**config.mk**
```make
export PLATFORM = sky130hd
export DESIGN_NAME = mma_mac
export DESIGN_NICKNAME = d
export VERILOG_FILES = /design/src/hw/rtl/mma_pkg.sv /design/src/hw/rtl/mma_mac.sv
export SDC_FILE = /design/constraint.sdc
export NUM_CORES = 2
export LEC_CHECK = 0
export CORE_AREA = 2 2 209 170
export CTS_BUF_LIST = sky130_fd_sc_hd__clkbuf_4 sky130_fd_sc_hd__clkbuf_8
export CTS_CLUSTER_DIAMETER = 60
export DETAILED_ROUTE_END_ITERATION = 6
export DIE_AREA = 0 0 211 172
export DONT_BUFFER_PORTS = 1
export MAX_ROUTING_LAYER = met4
export PLACE_DENSITY_LB_ADDON = 0.12
export SLEW_MARGIN = 20
export SYNTH_ARGS = -nofsm -noshare
export SYNTH_HDL_FRONTEND = slang
export SYNTH_SLANG_ARGS = --single-unit
```
**constraint.sdc**
```tcl
create_clock -name clk -period 10.3 [get_ports clk]
set_input_delay 1.545 -clock clk [delete_from_list [all_inputs] [get_ports clk]]
set_output_delay 1.545 -clock clk [all_outputs]
set_load 0.005 [all_outputs]
```
**src/hw/rtl/mma_pkg.sv**
```systemverilog
// ============================================================================
// mma_pkg
// Shared types and constants of the matrix multiply-accumulate block.
// ============================================================================
`timescale 1ns / 1ps

package mma_pkg;

    // Largest matrix dimension by default
    localparam int MAX_DIM_DEF = 8;

    // Field widths
    localparam int DIM_REG_W   = 4;
    localparam int VAL_W       = 16;
    localparam int CELL_W      = 6;
    localparam int ACT_W       = 2;
    localparam int CFG_IDX_W   = 3;
    localparam int TDATA_W     = 24;

    // Arithmetic widths
    localparam int ACC_W       = 35;   // sum of up to eight 32-bit products
    localparam int MUL_B_W     = 27;   // wide multiplier operand (acc >>> 8)
    localparam int PROD_W      = 43;   // 16 x 27 signed product
    localparam int SUM_W       = 36;   // two scaled terms added
    localparam int FRAC_W      = 8;    // Q8.8 fraction bits

    // Reset values of the configuration registers
    localparam logic [DIM_REG_W-1:0] DIM_RST   = 4'd8;
    localparam logic signed [VAL_W-1:0] ALPHA_RST = 16'sd256;
    localparam logic signed [VAL_W-1:0] BETA_RST  = 16'sd0;

    // Saturation limits
    localparam logic signed [SUM_W-1:0] RES_MAX = 36'sd32767;
    localparam logic signed [SUM_W-1:0] RES_MIN = -36'sd32768;

    // Input item kinds
    typedef enum logic [ACT_W-1:0] {
        ACT_LOAD_A = 2'd0,
        ACT_LOAD_B = 2'd1,
        ACT_LOAD_C = 2'd2,
        ACT_START  = 2'd3
    } action_t;

    // Configuration register indexes
    typedef enum logic [CFG_IDX_W-1:0] {
        REG_M_ROWS  = 3'd0,
        REG_N_COLS  = 3'd1,
        REG_K_DEPTH = 3'd2,
        REG_TRANS_A = 3'd3,
        REG_TRANS_B = 3'd4,
        REG_ALPHA   = 3'd5,
        REG_BETA    = 3'd6
    } cfg_reg_t;

    // Sequencer states
    typedef enum logic [2:0] {
        ST_IDLE,
        ST_AB_RD,
        ST_AB_MUL,
        ST_AB_ACC,
        ST_C_RD,
        ST_ALPHA_MUL,
        ST_BETA_MUL,
        ST_EMIT
    } seq_state_t;

    // Operand select of the shared multiplier
    typedef enum logic [1:0] {
        MUL_AB,
        MUL_ALPHA,
        MUL_BETA
    } mul_sel_t;

    // Control from the sequencer to the arithmetic unit
    typedef struct packed {
        mul_sel_t sel;
        logic     mul_en;
        logic     acc_clr;
        logic     acc_en;
        logic     sum_en;
    } mac_ctrl_t;

endpackage

```
**src/hw/rtl/mma_mac.sv**
```systemverilog
// ============================================================================
// mma_mac
// Shared multiplier with accumulator and scaling adder for one result cell.
// ============================================================================
`timescale 1ns / 1ps

module mma_mac (
    input  logic                                  clk,
    input  logic                                  rst_n,
    input  mma_pkg::mac_ctrl_t                    ctrl,
    input  logic signed [mma_pkg::VAL_W-1:0]      a_rd,
    input  logic signed [mma_pkg::VAL_W-1:0]      b_rd,
    input  logic signed [mma_pkg::VAL_W-1:0]      c_rd,
    input  logic signed [mma_pkg::VAL_W-1:0]      alpha,
    input  logic signed [mma_pkg::VAL_W-1:0]      beta,
    output logic signed [mma_pkg::VAL_W-1:0]      result
);

    logic signed [mma_pkg::VAL_W-1:0]   op_a;
    logic signed [mma_pkg::MUL_B_W-1:0] op_b;
    logic signed [mma_pkg::PROD_W-1:0]  prod_reg;
    logic signed [mma_pkg::PROD_W-1:0]  prod_next;
    logic signed [mma_pkg::ACC_W-1:0]   acc_reg;
    logic signed [mma_pkg::ACC_W-1:0]   acc_next;
    logic signed [mma_pkg::SUM_W-1:0]   sum_reg;
    logic signed [mma_pkg::SUM_W-1:0]   sum_next;
    logic signed [mma_pkg::SUM_W-1:0]   prod_scaled;
    logic signed [mma_pkg::SUM_W-1:0]   total;

    // Pick the multiplier operands for this step
    always_comb
    begin
        case (ctrl.sel)
            mma_pkg::MUL_AB:
            begin
                op_a = a_rd;
                op_b = mma_pkg::MUL_B_W'(b_rd);
            end
            mma_pkg::MUL_ALPHA:
            begin
                op_a = alpha;
                op_b = mma_pkg::MUL_B_W'(acc_reg >>> mma_pkg::FRAC_W);
            end
            mma_pkg::MUL_BETA:
            begin
                op_a = beta;
                op_b = mma_pkg::MUL_B_W'(c_rd);
            end
            default:
            begin
                op_a = a_rd;
                op_b = mma_pkg::MUL_B_W'(b_rd);
            end
        endcase
    end

    // Floor-shifted product, as it enters the final sum
    assign prod_scaled = mma_pkg::SUM_W'(prod_reg >>> mma_pkg::FRAC_W);

    // Next values of the product, accumulator and partial sum
    always_comb
    begin
        prod_next = prod_reg;
        acc_next  = acc_reg;
        sum_next  = sum_reg;
        if (ctrl.mul_en)
        begin
            prod_next = mma_pkg::PROD_W'(op_a) * mma_pkg::PROD_W'(op_b);
        end
        if (ctrl.acc_clr)
        begin
            acc_next = '0;
        end
        else if (ctrl.acc_en)
        begin
            acc_next = acc_reg + mma_pkg::ACC_W'(prod_reg);
        end
        if (ctrl.sum_en)
        begin
            sum_next = prod_scaled;
        end
    end

    // Hold the datapath registers
    always_ff @(posedge clk or negedge rst_n)
    begin
        if (!rst_n)
        begin
            prod_reg <= '0;
            acc_reg  <= '0;
            sum_reg  <= '0;
        end
        else
        begin
            prod_reg <= prod_next;
            acc_reg  <= acc_next;
            sum_reg  <= sum_next;
        end
    end

    // Add both scaled terms and saturate to 16 bits
    assign total = sum_reg + prod_scaled;

    always_comb
    begin
        if (total > mma_pkg::RES_MAX)
        begin
            result = mma_pkg::VAL_W'(mma_pkg::RES_MAX);
        end
        else if (total < mma_pkg::RES_MIN)
        begin
            result = mma_pkg::VAL_W'(mma_pkg::RES_MIN);
        end
        else
        begin
            result = mma_pkg::VAL_W'(total);
        end
    end

endmodule

```
# Yosys cells after proc, flatten, opt, wreduce, memory -nomap -nowiden
# Cells that the tools add are included.
# totals
inputBits,88
reg_bits,113
out_inout_bits,16
wordCells,17
# classes
n_eq_ne,2
reduce_logical,1
addsub,2
n_mul,1
mux,6
n_lt_le_gt_ge,2
# ops
cell,n
2-to-1 mux 35 bit,2
one-hot mux 27 bit (2 select lines),1
multiplier 16 x 27 -> 43 bit,1
adder 35 x 35 -> 36 bit,1
> comparator 36 x 16 -> 1 bit (second input constant),1
< comparator 36 x 16 -> 1 bit (second input constant),1
adder 35 bit,1
2-to-1 mux 16 bit,2
one-hot mux 16 bit (2 select lines),1
== test 2 x 1 -> 1 bit (second input constant),1
== test 2 bit (second input constant),1
nonzero test 2 bit,1

# Logic depth before layout (Yosys ltp)
# depth
depth_word,4
ltp_mapped,33
mapped_depth_nobuf,30

# Least setup slack after synthesis
# OpenSTA, ideal clock, no wires.
# synth_path
path_type,in2reg
from,in ctrl[4] (netlist bit)
to,reg prod_reg[41] (netlist bit)
path_stages,30
path_slack_ns,0.963
setup_ns,0.125
required_ns,10.175
arrival_time_ns,9.212
cell_sequence,inv_1 -> ha_1 -> clkbuf_1 -> clkbuf_1 -> clkbuf_1 -> nand2_1 -> o21ai_1 -> clkbuf_1 -> nand2_1 -> fa_1 -> inv_1 -> fa_1 -> fa_1 -> fa_1 -> fa_1 -> inv_1 -> fa_1 -> inv_1 -> ha_1 -> a21oi_1 -> a21oi_1 -> or3_1 -> a2111oi_0 -> o31ai_1 -> a31oi_1 -> o21ai_1 -> a21oi_1 -> o21ai_1 -> xor2_1 -> mux2_2
# synth_via
elab_chain_cells,3
word_cells_on_any_way,5
cone_classes,mul: 1; eq/ne: 2; mux: 2
# synth_rtl
element,line,source
"start, declared",mma_mac.sv:10,"input mma_pkg::mac_ctrl_t ctrl,"
== test 2 bit / == test 2 x 1 -> 1 bit (equally long branches),mma_mac.sv:33,case (ctrl.sel)
one-hot mux 16 bit (2 select lines) / one-hot mux 27 bit (2 select lines) (equally long branches),mma_mac.sv:33,
multiplier 16 x 27 -> 43 bit (*),mma_mac.sv:68,prod_next = mma_pkg::PROD_W'(op_a) * mma_pkg::PROD_W'(op_b);
"end signal, assigned",mma_mac.sv:95,prod_reg <= prod_next;
"end, declared",mma_mac.sv:21,logic signed [mma_pkg::PROD_W-1:0] prod_reg;
# Mark *: on every way between the ends. The rest lies on a longest branch, timed or not.
# A chain may end at the register's enable or synchronous reset.

# Worst setup path after layout
# layout_path
from,in ctrl[5] (netlist bit)
to,reg prod_reg[41] (netlist bit)
# The elaborated chain is that of the path after synthesis.

==> flow_summary.json <==
{
  "final_max_slew_viol_count": 0,
  "vias": 18640,
  "ctsResizeCount": 0,
  "post-route-period-util": 0.9354,
  "endpoint_kind": "flop",
  "max_freq_ghz": 0.1038,
  "grtUsageTotal": 0.3867,
  "fin_crit_ns": 9.634,
  "post_synth_num_cell_types": 73,
  "gr-total-overflow": 0,
  "wl_per_cell_um": 20.46,
  "grt_max_degree": 114,
  "wl_met3_um": 5684,
  "cp_max_fo": 43,
  "pre_cts_ws_ns": 0.4965,
  "maxSlewHeadroom": 0.2202,
  "clkSinkCount": 113,
  "drt-total-wl_um": 63370,
  "setup_viol": 0,
  "fillerInstances": 2716,
  "netlist_area_um2": 23600,
  "nNetsFinal": 3321,
  "numPortBuffers": 0,
  "postCtsSetupRepairBufs": 0,
  "drt_pass1_iterations": 7,
  "core_area_um2": 34270,
  "numCtsBuffers": 17,
  "cp_num_buf_inv": 6,
  "cts.htree.levels": 4,
  "post-route-util": 0.7168,
  "outcome": "finished clean",
  "grt_pass1_vias": 19500,
  "worstSkewPairLatency_ns": 0.47,
  "grt_antenna_before_repair": 4,
  "arrival_ns": 10.00,
  "worstSetupPathType": "primary input to flop",
  "grt_pass1_wl_um": 104500,
  "cts_tree": "built",
  "cpMostUsedCell": "fa_1",
  "finalHoldViolations": 0,
  "initial_core_util": 0.6885,
  "path_delay_family": "adder cells",
  "hold_slack_ns": 0.5131,
  "area_growth_pct": 4.110,
  "synth.avg_cell_area_um2": 8.811,
  "die_y_um": 172,
  "layout-drive-gt1-share": 0.06747,
  "drtAntennaViolNets": 0,
  "dr_wl_met2_um": 29520,
  "pin_count": 104,
  "worst_slew_pin_slew_ns": 1.158,
  "final.setup.tns_ns": 0,
  "topRoutingLayerUsed": "met4",
  "synth_top_flop_cell": "dfrtp_1",
  "cts_root_buffer": "clkbuf_8",
  "synth_cells": 2678,
  "vias_per_cell": 6.019,
  "max_cap_violations": 0,
  "fp.dieW_um": 211,
  "ys_warn_count": 0,
  "hold_class": "flop to flop",
  "cts_max_path_buffers": 2,
  "hpwl_um": 53280,
  "ys_ff_latch": 113,
  "dieArea_um2": 36290,
  "fin_skew_ns": 0.01143,
  "drt-initial-drc-count": 1538,
  "crit_required_ns": 10.66,
  "wl_met1_um": 24940,
  "timing.final.ws_setup_ns": 0.6657,
  "rows": 61,
  "largest_reg_flops": 43,
  "critPathMaxStageDelay_ns": 0.93,
  "critPathLaunchType": "primary input",
  "synth_nets": 3359,
  "cts_hold_buf": 0,
  "rsz0062_at_grt": "no",
  "drcViolationCount": 0,
  "clk_pin_slew_ns": 0.07,
  "synthArstFlopShare": 1.000,
  "cp_slowest_cell": "o21ai_1",
  "ys_seq_area_frac": 0.1198,
  "globalplace.congestion": 0.9855,
  "synth_edf_count": 0
}
path summary, 6_finish.rpt:
| path | start | to | slack [ns] | depth (start not counted) |
|---|---|---|---|---|
| worst max register to register | acc_reg[20] | prod_reg[41] | 2.10 | 24 |
| worst min register to register | sum_reg[30] | sum_reg[30] | 0.51 | 1 |
| max in group asynchronous | rst_n | sum_reg[33] | 9.30 | 0 |
| min in group asynchronous | rst_n | acc_reg[2] | 0.76 | 0 |
| worst min-delay path | sum_reg[30] | sum_reg[30] | 0.51 | 1 |
| worst max-delay path | ctrl[5] | prod_reg[41] | 0.67 | 27 |
cells in the mapped netlist, drive strengths merged, types with 13 or more instances:
library cell | count | area, um^2
a211oi | 16 | 125.1
a21o | 58 | 435.4
a21oi | 108 | 544.3
a22oi | 31 | 232.7
and2 | 13 | 81.33
buf | 14 | 67.56
clkbuf | 81 | 305.3
dfrtp | 113 | 2828
fa | 418 | 8368
ha | 175 | 2190
inv | 508 | 1907
mux2 | 73 | 822.0
mux2i | 30 | 300.3
nand2 | 328 | 1234
nand3 | 25 | 125.1
nand4 | 14 | 87.58
nor2 | 273 | 1025
nor3 | 22 | 110.1
o21a | 36 | 270.3
o21ai | 100 | 538.0
o21bai | 19 | 142.6
xnor2 | 72 | 630.6
xor2 | 31 | 271.5
worst reg2reg max path, cell delays in order (launching register included):
cell and delay, ns:
dfrtp_1 0.38, a22oi_1 0.18, o21ai_1 0.93, nand2_1 0.18, fa_1 0.56, fa_1 0.44
fa_1 0.51, inv_1 0.05, fa_1 0.46, fa_1 0.60, inv_1 0.09, fa_1 0.57
inv_1 0.05, ha_1 0.34, nand4_1 0.20, o31ai_1 0.61, a2111oi_0 0.22, buf_4 0.20
o31ai_1 0.43, a31oi_1 0.27, o21ai_1 0.20, a21oi_1 0.12, o21ai_1 0.17, xor2_1 0.08
mux2_2 0.26
kinds of logic (layout without fill, tap and decap cells):
family	Yosys count	in the layout	synth area share
and+or+nand+nor	733	733	0.1303
buffers and inverters	603	578	0.09662
adders and majority gates	593	593	0.4474
AOI/OAI and AO/OA	430	430	0.1199
DFF	113	113	0.1198
xor gates and xnor gates	103	103	0.03823
muxes	103	103	0.04757
other	0	3	0
per-layer routing:
metal | up-vias | global-route usage
li1 | 8399 | -
met3 | 178 | 0.08318
met5 | - | -
met4 | 0 | 0.1614
met1 | 9275 | 0.4916
met2 | 790 | 0.6090
final cells by class:
type	count	area, um^2	area share
multi-input combinational	1962	18520	0.7540
timing repair buffer	38	285.3	0.01161
inverter	508	1907	0.07762
antenna	3	7.507	0.0003056
sequential	113	2828	0.1151
clock buffer	19	255.2	0.01039
clock inverter	13	207.7	0.008455
tap	441	551.8	0.02246
stage by stage:
step	instances	instance area, um^2
3_3_place_gp	3062	24090
6_report	3097	24560
3_5_place_dp	3062	24090
5_1_grt	3097	24560
4_1_cts	3094	24550
2_1_floorplan	2678	23600
placed cells by master (no fill, tap or decap), types with 5 or more instances in the layout:
| cell | Yosys | final |
|---|---|---|
| and3_1 | 9 | 9 |
| a21o_1 | 58 | 58 |
| bufinv_16 | 0 | 5 |
| clkbuf_8 | 0 | 18 |
| and2_1 | 13 | 13 |
| xnor2_1 | 72 | 72 |
| buf_4 | 1 | 38 |
| fa_1 | 418 | 418 |
| ha_1 | 175 | 174 |
| a311oi_1 | 5 | 5 |
| o21ai_1 | 37 | 36 |
| mux2_2 | 73 | 73 |
| o21a_1 | 36 | 36 |
| nand3_1 | 25 | 25 |
| a211oi_1 | 15 | 15 |
| nand4_1 | 14 | 14 |
| nand2_1 | 327 | 327 |
| a31o_2 | 5 | 5 |
| or3_1 | 7 | 7 |
| o211ai_1 | 6 | 6 |
| mux2i_1 | 30 | 30 |
| o21bai_1 | 19 | 19 |
| o21ai_0 | 53 | 50 |
| nor2_1 | 273 | 273 |
| nor2b_1 | 11 | 11 |
| xor2_1 | 31 | 31 |
| a31oi_1 | 7 | 7 |
| dfrtp_1 | 113 | 113 |
| nor3_1 | 22 | 22 |
| a21oi_1 | 107 | 105 |
| a22oi_1 | 31 | 31 |
| or2_2 | 5 | 5 |
| nand2b_1 | 9 | 9 |
| inv_1 | 508 | 508 |
| o21ai_2 | 10 | 14 |
Power is left out: the tool's default activity adds up to more than one toggle a clock period on the data nets, which glitch-free logic cannot reach.
