**src/hw/rtl/mma_pkg.sv**
```systemverilog
// ============================================================================
// mma_pkg
// Shared types and constants of the matrix multiply-accumulate block.
// ============================================================================
`timescale 1ns / 1ps

package mma_pkg;

    // Largest matrix dimension by default
    localparam int MAX_DIM_DEF = 8;

    // Field widths
    localparam int DIM_REG_W   = 4;
    localparam int VAL_W       = 16;
    localparam int CELL_W      = 6;
    localparam int ACT_W       = 2;
    localparam int CFG_IDX_W   = 3;
    localparam int TDATA_W     = 24;

    // Arithmetic widths
    localparam int ACC_W       = 35;   // sum of up to eight 32-bit products
    localparam int MUL_B_W     = 27;   // wide multiplier operand (acc >>> 8)
    localparam int PROD_W      = 43;   // 16 x 27 signed product
    localparam int SUM_W       = 36;   // two scaled terms added
    localparam int FRAC_W      = 8;    // Q8.8 fraction bits

    // Reset values of the configuration registers
    localparam logic [DIM_REG_W-1:0] DIM_RST   = 4'd8;
    localparam logic signed [VAL_W-1:0] ALPHA_RST = 16'sd256;
    localparam logic signed [VAL_W-1:0] BETA_RST  = 16'sd0;

    // Saturation limits
    localparam logic signed [SUM_W-1:0] RES_MAX = 36'sd32767;
    localparam logic signed [SUM_W-1:0] RES_MIN = -36'sd32768;

    // Input item kinds
    typedef enum logic [ACT_W-1:0] {
        ACT_LOAD_A = 2'd0,
        ACT_LOAD_B = 2'd1,
        ACT_LOAD_C = 2'd2,
        ACT_START  = 2'd3
    } action_t;

    // Configuration register indexes
    typedef enum logic [CFG_IDX_W-1:0] {
        REG_M_ROWS  = 3'd0,
        REG_N_COLS  = 3'd1,
        REG_K_DEPTH = 3'd2,
        REG_TRANS_A = 3'd3,
        REG_TRANS_B = 3'd4,
        REG_ALPHA   = 3'd5,
        REG_BETA    = 3'd6
    } cfg_reg_t;

    // Sequencer states
    typedef enum logic [2:0] {
        ST_IDLE,
        ST_AB_RD,
        ST_AB_MUL,
        ST_AB_ACC,
        ST_C_RD,
        ST_ALPHA_MUL,
        ST_BETA_MUL,
        ST_EMIT
    } seq_state_t;

    // Operand select of the shared multiplier
    typedef enum logic [1:0] {
        MUL_AB,
        MUL_ALPHA,
        MUL_BETA
    } mul_sel_t;

    // Control from the sequencer to the arithmetic unit
    typedef struct packed {
        mul_sel_t sel;
        logic     mul_en;
        logic     acc_clr;
        logic     acc_en;
        logic     sum_en;
    } mac_ctrl_t;

endpackage

```
**src/hw/rtl/mma_seq.sv**
```systemverilog
// ============================================================================
// mma_seq
// Sequencer that walks cells, inner products and scaling steps of a start.
// ============================================================================
`timescale 1ns / 1ps

module mma_seq #(
    parameter int MAX_DIM = mma_pkg::MAX_DIM_DEF
) (
    input  logic                               clk,
    input  logic                               rst_n,
    input  logic                               start,
    input  logic [mma_pkg::DIM_REG_W-1:0]      m_rows,
    input  logic [mma_pkg::DIM_REG_W-1:0]      n_cols,
    input  logic [mma_pkg::DIM_REG_W-1:0]      k_depth,
    input  logic                               trans_a,
    input  logic                               trans_b,
    input  logic                               out_free,
    output logic                               idle,
    output logic [$clog2(MAX_DIM*MAX_DIM)-1:0] a_addr,
    output logic [$clog2(MAX_DIM*MAX_DIM)-1:0] b_addr,
    output logic [$clog2(MAX_DIM*MAX_DIM)-1:0] c_addr,
    output mma_pkg::mac_ctrl_t                 ctrl,
    output logic                               emit,
    output logic                               emit_last
);

    localparam int ADDR_W = $clog2(MAX_DIM * MAX_DIM);
    localparam int IDX_W  = $clog2(MAX_DIM);
    localparam int DIM_W  = $clog2(MAX_DIM + 1);

    mma_pkg::seq_state_t state_reg;
    mma_pkg::seq_state_t state_next;
    logic [IDX_W-1:0]    i_reg, i_next;
    logic [IDX_W-1:0]    j_reg, j_next;
    logic [IDX_W-1:0]    k_reg, k_next;
    logic [DIM_W-1:0]    m_dim, n_dim, k_dim;
    logic                dims_ok;
    logic                i_end, j_end, k_end;
    logic                cell_last;

    // Clamp oversized dimensions
    assign m_dim = (m_rows > mma_pkg::DIM_REG_W'(MAX_DIM)) ? DIM_W'(MAX_DIM) : DIM_W'(m_rows);
    assign n_dim = (n_cols > mma_pkg::DIM_REG_W'(MAX_DIM)) ? DIM_W'(MAX_DIM) : DIM_W'(n_cols);
    assign k_dim = (k_depth > mma_pkg::DIM_REG_W'(MAX_DIM)) ? DIM_W'(MAX_DIM) : DIM_W'(k_depth);

    assign dims_ok = (m_rows != '0) && (n_cols != '0) && (k_depth != '0);

    assign i_end     = (i_reg == IDX_W'(m_dim - DIM_W'(1)));
    assign j_end     = (j_reg == IDX_W'(n_dim - DIM_W'(1)));
    assign k_end     = (k_reg == IDX_W'(k_dim - DIM_W'(1)));
    assign cell_last = i_end && j_end;

    // Store offsets of the current operands and cell
    assign a_addr = trans_a ? ADDR_W'(ADDR_W'(k_reg) * ADDR_W'(m_dim) + ADDR_W'(i_reg))
                            : ADDR_W'(ADDR_W'(i_reg) * ADDR_W'(k_dim) + ADDR_W'(k_reg));
    assign b_addr = trans_b ? ADDR_W'(ADDR_W'(j_reg) * ADDR_W'(k_dim) + ADDR_W'(k_reg))
                            : ADDR_W'(ADDR_W'(k_reg) * ADDR_W'(n_dim) + ADDR_W'(j_reg));
    assign c_addr = ADDR_W'(ADDR_W'(i_reg) * ADDR_W'(n_dim) + ADDR_W'(j_reg));

    // Next state and loop counters
    always_comb
    begin
        state_next = state_reg;
        i_next     = i_reg;
        j_next     = j_reg;
        k_next     = k_reg;
        case (state_reg)
            mma_pkg::ST_IDLE:
            begin
                i_next = '0;
                j_next = '0;
                k_next = '0;
                if (start && dims_ok)
                begin
                    state_next = mma_pkg::ST_AB_RD;
                end
            end
            mma_pkg::ST_AB_RD:
            begin
                state_next = mma_pkg::ST_AB_MUL;
            end
            mma_pkg::ST_AB_MUL:
            begin
                state_next = mma_pkg::ST_AB_ACC;
            end
            mma_pkg::ST_AB_ACC:
            begin
                if (k_end)
                begin
                    state_next = mma_pkg::ST_C_RD;
                end
                else
                begin
                    k_next     = k_reg + IDX_W'(1);
                    state_next = mma_pkg::ST_AB_RD;
                end
            end
            mma_pkg::ST_C_RD:
            begin
                state_next = mma_pkg::ST_ALPHA_MUL;
            end
            mma_pkg::ST_ALPHA_MUL:
            begin
                state_next = mma_pkg::ST_BETA_MUL;
            end
            mma_pkg::ST_BETA_MUL:
            begin
                state_next = mma_pkg::ST_EMIT;
            end
            mma_pkg::ST_EMIT:
            begin
                if (out_free)
                begin
                    k_next = '0;
                    if (cell_last)
                    begin
                        state_next = mma_pkg::ST_IDLE;
                    end
                    else
                    begin
                        state_next = mma_pkg::ST_AB_RD;
                        if (j_end)
                        begin
                            j_next = '0;
                            i_next = i_reg + IDX_W'(1);
                        end
                        else
                        begin
                            j_next = j_reg + IDX_W'(1);
                        end
                    end
                end
            end
            default:
            begin
                state_next = mma_pkg::ST_IDLE;
            end
        endcase
    end

    // Drive the arithmetic unit and the result handoff
    always_comb
    begin
        ctrl      = '{sel: mma_pkg::MUL_AB, mul_en: 1'b0, acc_clr: 1'b0,
                      acc_en: 1'b0, sum_en: 1'b0};
        idle      = 1'b0;
        emit      = 1'b0;
        emit_last = cell_last;
        case (state_reg)
            mma_pkg::ST_IDLE:
            begin
                idle         = 1'b1;
                ctrl.acc_clr = 1'b1;
            end
            mma_pkg::ST_AB_MUL:
            begin
                ctrl.mul_en = 1'b1;
            end
            mma_pkg::ST_AB_ACC:
            begin
                ctrl.acc_en = 1'b1;
            end
            mma_pkg::ST_ALPHA_MUL:
            begin
                ctrl.sel    = mma_pkg::MUL_ALPHA;
                ctrl.mul_en = 1'b1;
            end
            mma_pkg::ST_BETA_MUL:
            begin
                ctrl.sel    = mma_pkg::MUL_BETA;
                ctrl.mul_en = 1'b1;
                ctrl.sum_en = 1'b1;
            end
            mma_pkg::ST_EMIT:
            begin
                ctrl.acc_clr = 1'b1;
                emit         = out_free;
            end
            default:
            begin
                idle = 1'b0;
            end
        endcase
    end

    // Advance state and counters
    always_ff @(posedge clk or negedge rst_n)
    begin
        if (!rst_n)
        begin
            state_reg <= mma_pkg::ST_IDLE;
            i_reg     <= '0;
            j_reg     <= '0;
            k_reg     <= '0;
        end
        else
        begin
            state_reg <= state_next;
            i_reg     <= i_next;
            j_reg     <= j_next;
            k_reg     <= k_next;
        end
    end

endmodule

```
**config.mk**
```make
export PLATFORM = sky130hd
export DESIGN_NAME = mma_seq
export DESIGN_NICKNAME = d
export VERILOG_FILES = /design/src/hw/rtl/mma_pkg.sv /design/src/hw/rtl/mma_seq.sv
export SDC_FILE = /design/constraint.sdc
export NUM_CORES = 1
export LEC_CHECK = 0
export ABC_AREA = 1
export ABC_CLOCK_PERIOD_IN_PS = 9250
export BUFFER_PORTS_ARGS = -buffer_cell sky130_fd_sc_hd__buf_2
export CAP_MARGIN = 20
export CORE_MARGIN = 4
export CORE_UTILIZATION = 45
export DETAILED_ROUTE_END_ITERATION = 10
export GPL_TIMING_DRIVEN = 0
export PLACE_DENSITY = 0.65
export SETUP_SLACK_MARGIN = 0.4
export SYNTH_ARGS = -nofsm -noshare
export SYNTH_HDL_FRONTEND = slang
export SYNTH_SLANG_ARGS = --single-unit
```
**constraint.sdc**
```tcl
create_clock -name clk -period 9.25 [get_ports clk]
set_input_delay 1.3875 -clock clk [delete_from_list [all_inputs] [get_ports clk]]
set_output_delay 1.3875 -clock clk [all_outputs]
set_load 0.02 [all_outputs]
```
; Word-level counts from Yosys, hierarchy flattened
; Index checks and enable logic that the tools add are counted.
[word_totals]
register_bits = 12
in_bits = 18
output_inout_bits = 27
word_cells = 82
[classes]
n_addsub = 11
mul = 5
order_cmp = 3
eq_ne = 15
n_mux = 28
reduce_logical = 16
[op_table]
columns = cell, n
row1 = $mux W3, 11
row2 = $add A6 B3 Y6, 5
row3 = $mul A3 B4 Y6, 5
row4 = $pmux W3 S8, 1
row5 = $eq A3 B3 Y1 const B, 4
row6 = $gt A4 B4 Y1 const B, 3
row7 = $mux W4, 3
row8 = $mux W6, 2
row9 = $pmux W3 S2, 2
row10 = $reduce_bool A4 Y1, 3
row11 = $ne A2 B2 Y1 const B, 5
row12 = $add A3 B1 Y3 const B, 3
row13 = $eq A3 B3 Y1, 3
row14 = $pmux W3 S3, 1
row15 = $sub A3 B1 Y3 const B, 3
row16 = $mux W1, 7
row17 = $eq A3 B2 Y1 const B, 2
row18 = $reduce_and A3 Y1, 2
row19 = $logic_and A1 B1 Y1, 4
row20 = $pmux W2 S2, 1
row21 = $reduce_and A4 Y1, 1
row22 = $eq A3 B1 Y1 const B, 1
row23 = $logic_not A3 Y1, 1
row24 = $reduce_bool A3 Y1, 1
row25 = other kinds (4), 4

; Logic depth before layout (Yosys ltp)
[depth]
depth_word = 8
ltp_mapped = 17
depth_no_buf = 16

; Worst setup path after synthesis
; OpenSTA, ideal clock, no wires.
[synth_timing]
path_type = input -> output
startpoint = input port k_depth[3] (netlist bit)
endpoint = output port a_addr[5]
t_arrival_ns = 4.158
required_time_ns = 7.863
slack_ns = 3.704
path_stages = 13
n_path_buf = 1
cell_sequence = buf_4 -> nor2_1 -> nand2_1 -> fa_1 -> inv_1 -> fa_1 -> inv_1 -> fa_1 -> nor2_1 -> a211oi_1 -> nand2_1 -> nand2_1 -> o21ai_0
[synth_between]
elab_chain_cells = 5
[synth_lines]
columns = item, line_no
row1 = "start, declared", mma_seq.sv:15  ; input logic [mma_pkg::DIM_REG_W-1:0] k_depth,
row2 = $gt A4 B4 Y1, mma_seq.sv:45  ; assign k_dim = (k_depth > mma_pkg::DIM_REG_W'(MAX_DIM)) ? DIM_W'(MAX_DIM) : DIM_W'(k_depth);
row3 = $mux W4 *, mma_seq.sv:45
row4 = $mul A3 B4 Y6 *, mma_seq.sv:56  ; : ADDR_W'(ADDR_W'(i_reg) * ADDR_W'(k_dim) + ADDR_W'(k_reg));
row5 = $add A6 B3 Y6 *, mma_seq.sv:56
row6 = $mux W6 *, mma_seq.sv:55  ; assign a_addr = trans_a ? ADDR_W'(ADDR_W'(k_reg) * ADDR_W'(m_dim) + ADDR_W'(i_reg))
row7 = "end, declared", mma_seq.sv:20  ; output logic [$clog2(MAX_DIM*MAX_DIM)-1:0] a_addr,
; Every way passes the cells marked *; elsewhere a longest branch is shown, timed or not.

; Worst setup path after layout
[layout_timing]
startpoint = input port k_depth[3] (netlist bit)
endpoint = output port b_addr[5]
[layout_between]
elab_chain_cells = 5
[layout_lines]
columns = item, line_no
row1 = $gt A4 B4 Y1, mma_seq.sv:45
row2 = $mux W4 *, mma_seq.sv:45
row3 = $mul A3 B4 Y6 *, mma_seq.sv:57  ; assign b_addr = trans_b ? ADDR_W'(ADDR_W'(j_reg) * ADDR_W'(k_dim) + ADDR_W'(k_reg))
row4 = $add A6 B3 Y6 *, mma_seq.sv:57
row5 = $mux W6 *, mma_seq.sv:57
row6 = "end, declared", mma_seq.sv:21  ; output logic [$clog2(MAX_DIM*MAX_DIM)-1:0] b_addr,
; Marks and branches as above.

==> impl_results.md <==
* Outcome: complete, no violations
* Total Routing Usage GR at 18.2%
* Synth top area share at roughly a quarter
* R2r startpoint: state_reg[0]$_DFFE_PN0P_
* Count leader, synth: nand2_1
* RSZ-0062 raised after global routing: no
* Ys flop type: dfrtp_1
* Routed WL at ~7000 um
* GPL Wtd Cong at roughly 0.85
* Die area at ~0.0086 sq mm
* Data arrival, critical path at 4.24 ns
* Yosys Warn Count at 0
* Via count of the first global-routing pass at just under 3000
* Mean Syn Cell Area at about 7.0 sq um
* Leak pwr at 0.00229 uW
* Number of fill cells at 700
* CTS tree: done
* Ports at 45
* # H-tree levels at 1
* Die X at about 93 um
* Max-slew headroom at a little under three quarters
* First-pass GRT wire length at about 13000 um
* Max VDD drop at around 0.14 mV
* DRT antenna net count at 0
* Initial antenna violation count at 0
* Min-delay src: state_reg[0]$_DFFE_PN0P_
* Required @ worst endpoint at 7.86 ns
* Final net count at 603
* Clock Latency Late Sink at roughly 0.24 ns
* Top cells by area, synth: ha_1, nand2_1, fa_1, dfrtp_1, inv_1
* Root buffer cell: clkbuf_8
* Crit path max fanout at 9
* Fin crit period at between 5 and 6 ns
* ANT cells at 0
* Hold_buf cts at 0
* Post-DP HPWL at 6120 um
* Setup violations, final at 0
* Final worst path period share at 60.8%
* Iter 0 DRT Violations at ~150
* Final Max Tran Viols at 0
* Row Count at 30
* Asr flop ratio synth at between 90% and 100%
* Clock transition at path regs at roughly 0.050 ns
* Cells after Synth at 460
* Post-synth cell types at 32
* DRT Pass-1 Iters at 5
* Vias per cell at slightly below 5
* PD cells at about 140 mW/mm^2
* Cell Area, Synth at roughly 0.0032 sq mm
* CTS resizes at 0
* Area delta synth->final at 11.2%
* Residual DRC at 0
* Setup Fix Bufs, Post-CTS at 0
* Upper clock frequency limit at about 180 MHz
* Slew @ Worst Pin at 0.427 ns
* Starting density of the core at between 40% and 50%
* Clk buf depth at 2
* Type of the worst min-delay path: reg -> reg
* Overflow after GRT at 0
* Register area share after synthesis at 9.33%
* Wirelength per Cell at 11.9 um
* Fin. Hold Viols at 0
* Yosys reg bits at 12
* Critical Path Start: k_depth[3]
* Chip height at around 90 um
* I/O Buffers at 40
* Share of layout cells above drive strength 1 at about 16%
* Routed vias at 2938
* Max-Cap Viols at 0
* Crit Path Class: in -> out
* Clock skew at 0.00302 ns
* Dominant cell type by area after synthesis: ha_1
* Clk sink count at 12
* Leading cell types by count after synthesis: nand2_1, inv_1, ha_1
* Power, Total at roughly 490 uW
* Pin count of the biggest net entering global routing at 13
* CTS buffer count at 3
* Fin Setup TNS at 0 ns
* Setup crit end kind: output port
* Syn nets at 558
* Core region area at approximately 0.0069 sq mm
* Number of flops mapped to enable cells by yosys at 0
* Startpoint types: input port
==> placed cells by master (no fill, tap or decap), types with 9 or more instances in the layout <==
cell type / n
dfrtp_1: 12
xor2_1: 15
fa_1: 20
ha_1: 60
nand3_1: 14
xnor2_1: 9
inv_1: 75
nand2_1: 123
buf_2: 45
nor2_1: 55
==> through the flow <==
stage	hold slack (ns)	area [sq um]	util, %	setup WS (ns)	cells
finish	0.551	3580	52.1	3.63	599
global route	0.599	3580	52.1	3.36	599
CTS	0.558	3580	52.1	3.63	599
detailed placement	0.543	3540	51.5	3.65	596
global placement	0.532	3540	51.5	3.62	596
floorplan	0.504	3220	-	3.70	460
==> power breakdown <==
| part | total (uW) | switching (uW) | leakage [uW] | internal, uW |
|---|---|---|---|---|
| Sequential | 93.0 | 25.9 | 0.000158 | 67.1 |
| Combinational | 346 | 223 | 0.00212 | 123 |
| Clock | 46.3 | 17.8 | 0.0000216 | 28.6 |
| Total | 486 | 267 | 0.00229 | 219 |
==> worst max-delay path, stage by stage <==
cell and delay [ns]:
buf_4 0.15, nor2_1 0.27, nand2_1 0.12, fa_1 0.53, inv_1 0.05, fa_1 0.53
inv_1 0.06, fa_1 0.40, inv_1 0.09, a21oi_1 0.07, nor2_1 0.09, nor2_1 0.05
nand2_1 0.06, nand2_1 0.05, o22ai_1 0.13, buf_2 0.19
==> area by class of cell <==
| type | instances | area (sq um) | area share [%] |
|---|---|---|---|
| tap | 96 | 120 | 3.36 |
| clock buffer | 3 | 41.3 | 1.15 |
| sequential | 12 | 300 | 8.39 |
| timing repair buffer | 40 | 200 | 5.59 |
| multi-input combinational | 352 | 2520 | 70.5 |
| buffer | 12 | 73.8 | 2.06 |
| inverter | 84 | 320 | 8.95 |
==> layer usage <==
layer  vias to the layer above  track usage [%]  share of wire (%)
met3                        13             1.14                3.7
met5                         -                0                  0
li1                       1511                -                  -
met1                      1348             24.2                 48
met2                        66             32.1                 47
met4                         0             4.46                1.5
==> kinds of logic (layout without fill, tap and decap cells) <==
logic type / after synthesis / after routing / share of synthesized area, %
XOR/XNOR: 24 / 24 / 6.53
multiplexers: 2 / 2 / 0.622
AND/OR/NAND/NOR: 215 / 215 / 29.8
AO/OA/AOI/OAI: 31 / 31 / 5.68
adder cells (fa/ha/maj): 80 / 80 / 35.8
buffers and inverters: 96 / 139 / 12.2
flip-flops: 12 / 12 / 9.33
==> path summary, 6_finish.rpt <==
check	endpoint	slack, ns	depth (start not counted)
min	state_reg[0]$_DFFE_PN0P_	0.55	2
min in group asynchronous	state_reg[2]$_DFFE_PN0P_	1.02	1
min reg2reg	state_reg[0]$_DFFE_PN0P_	0.55	2
max reg2reg	k_reg[0]$_DFFE_PN0P_	7.58	8
max in group asynchronous	i_reg[0]$_DFFE_PN0P_	8.00	1
max	b_addr[5]	3.63	16
No activity file was read; power rests on OpenSTA's default activity.
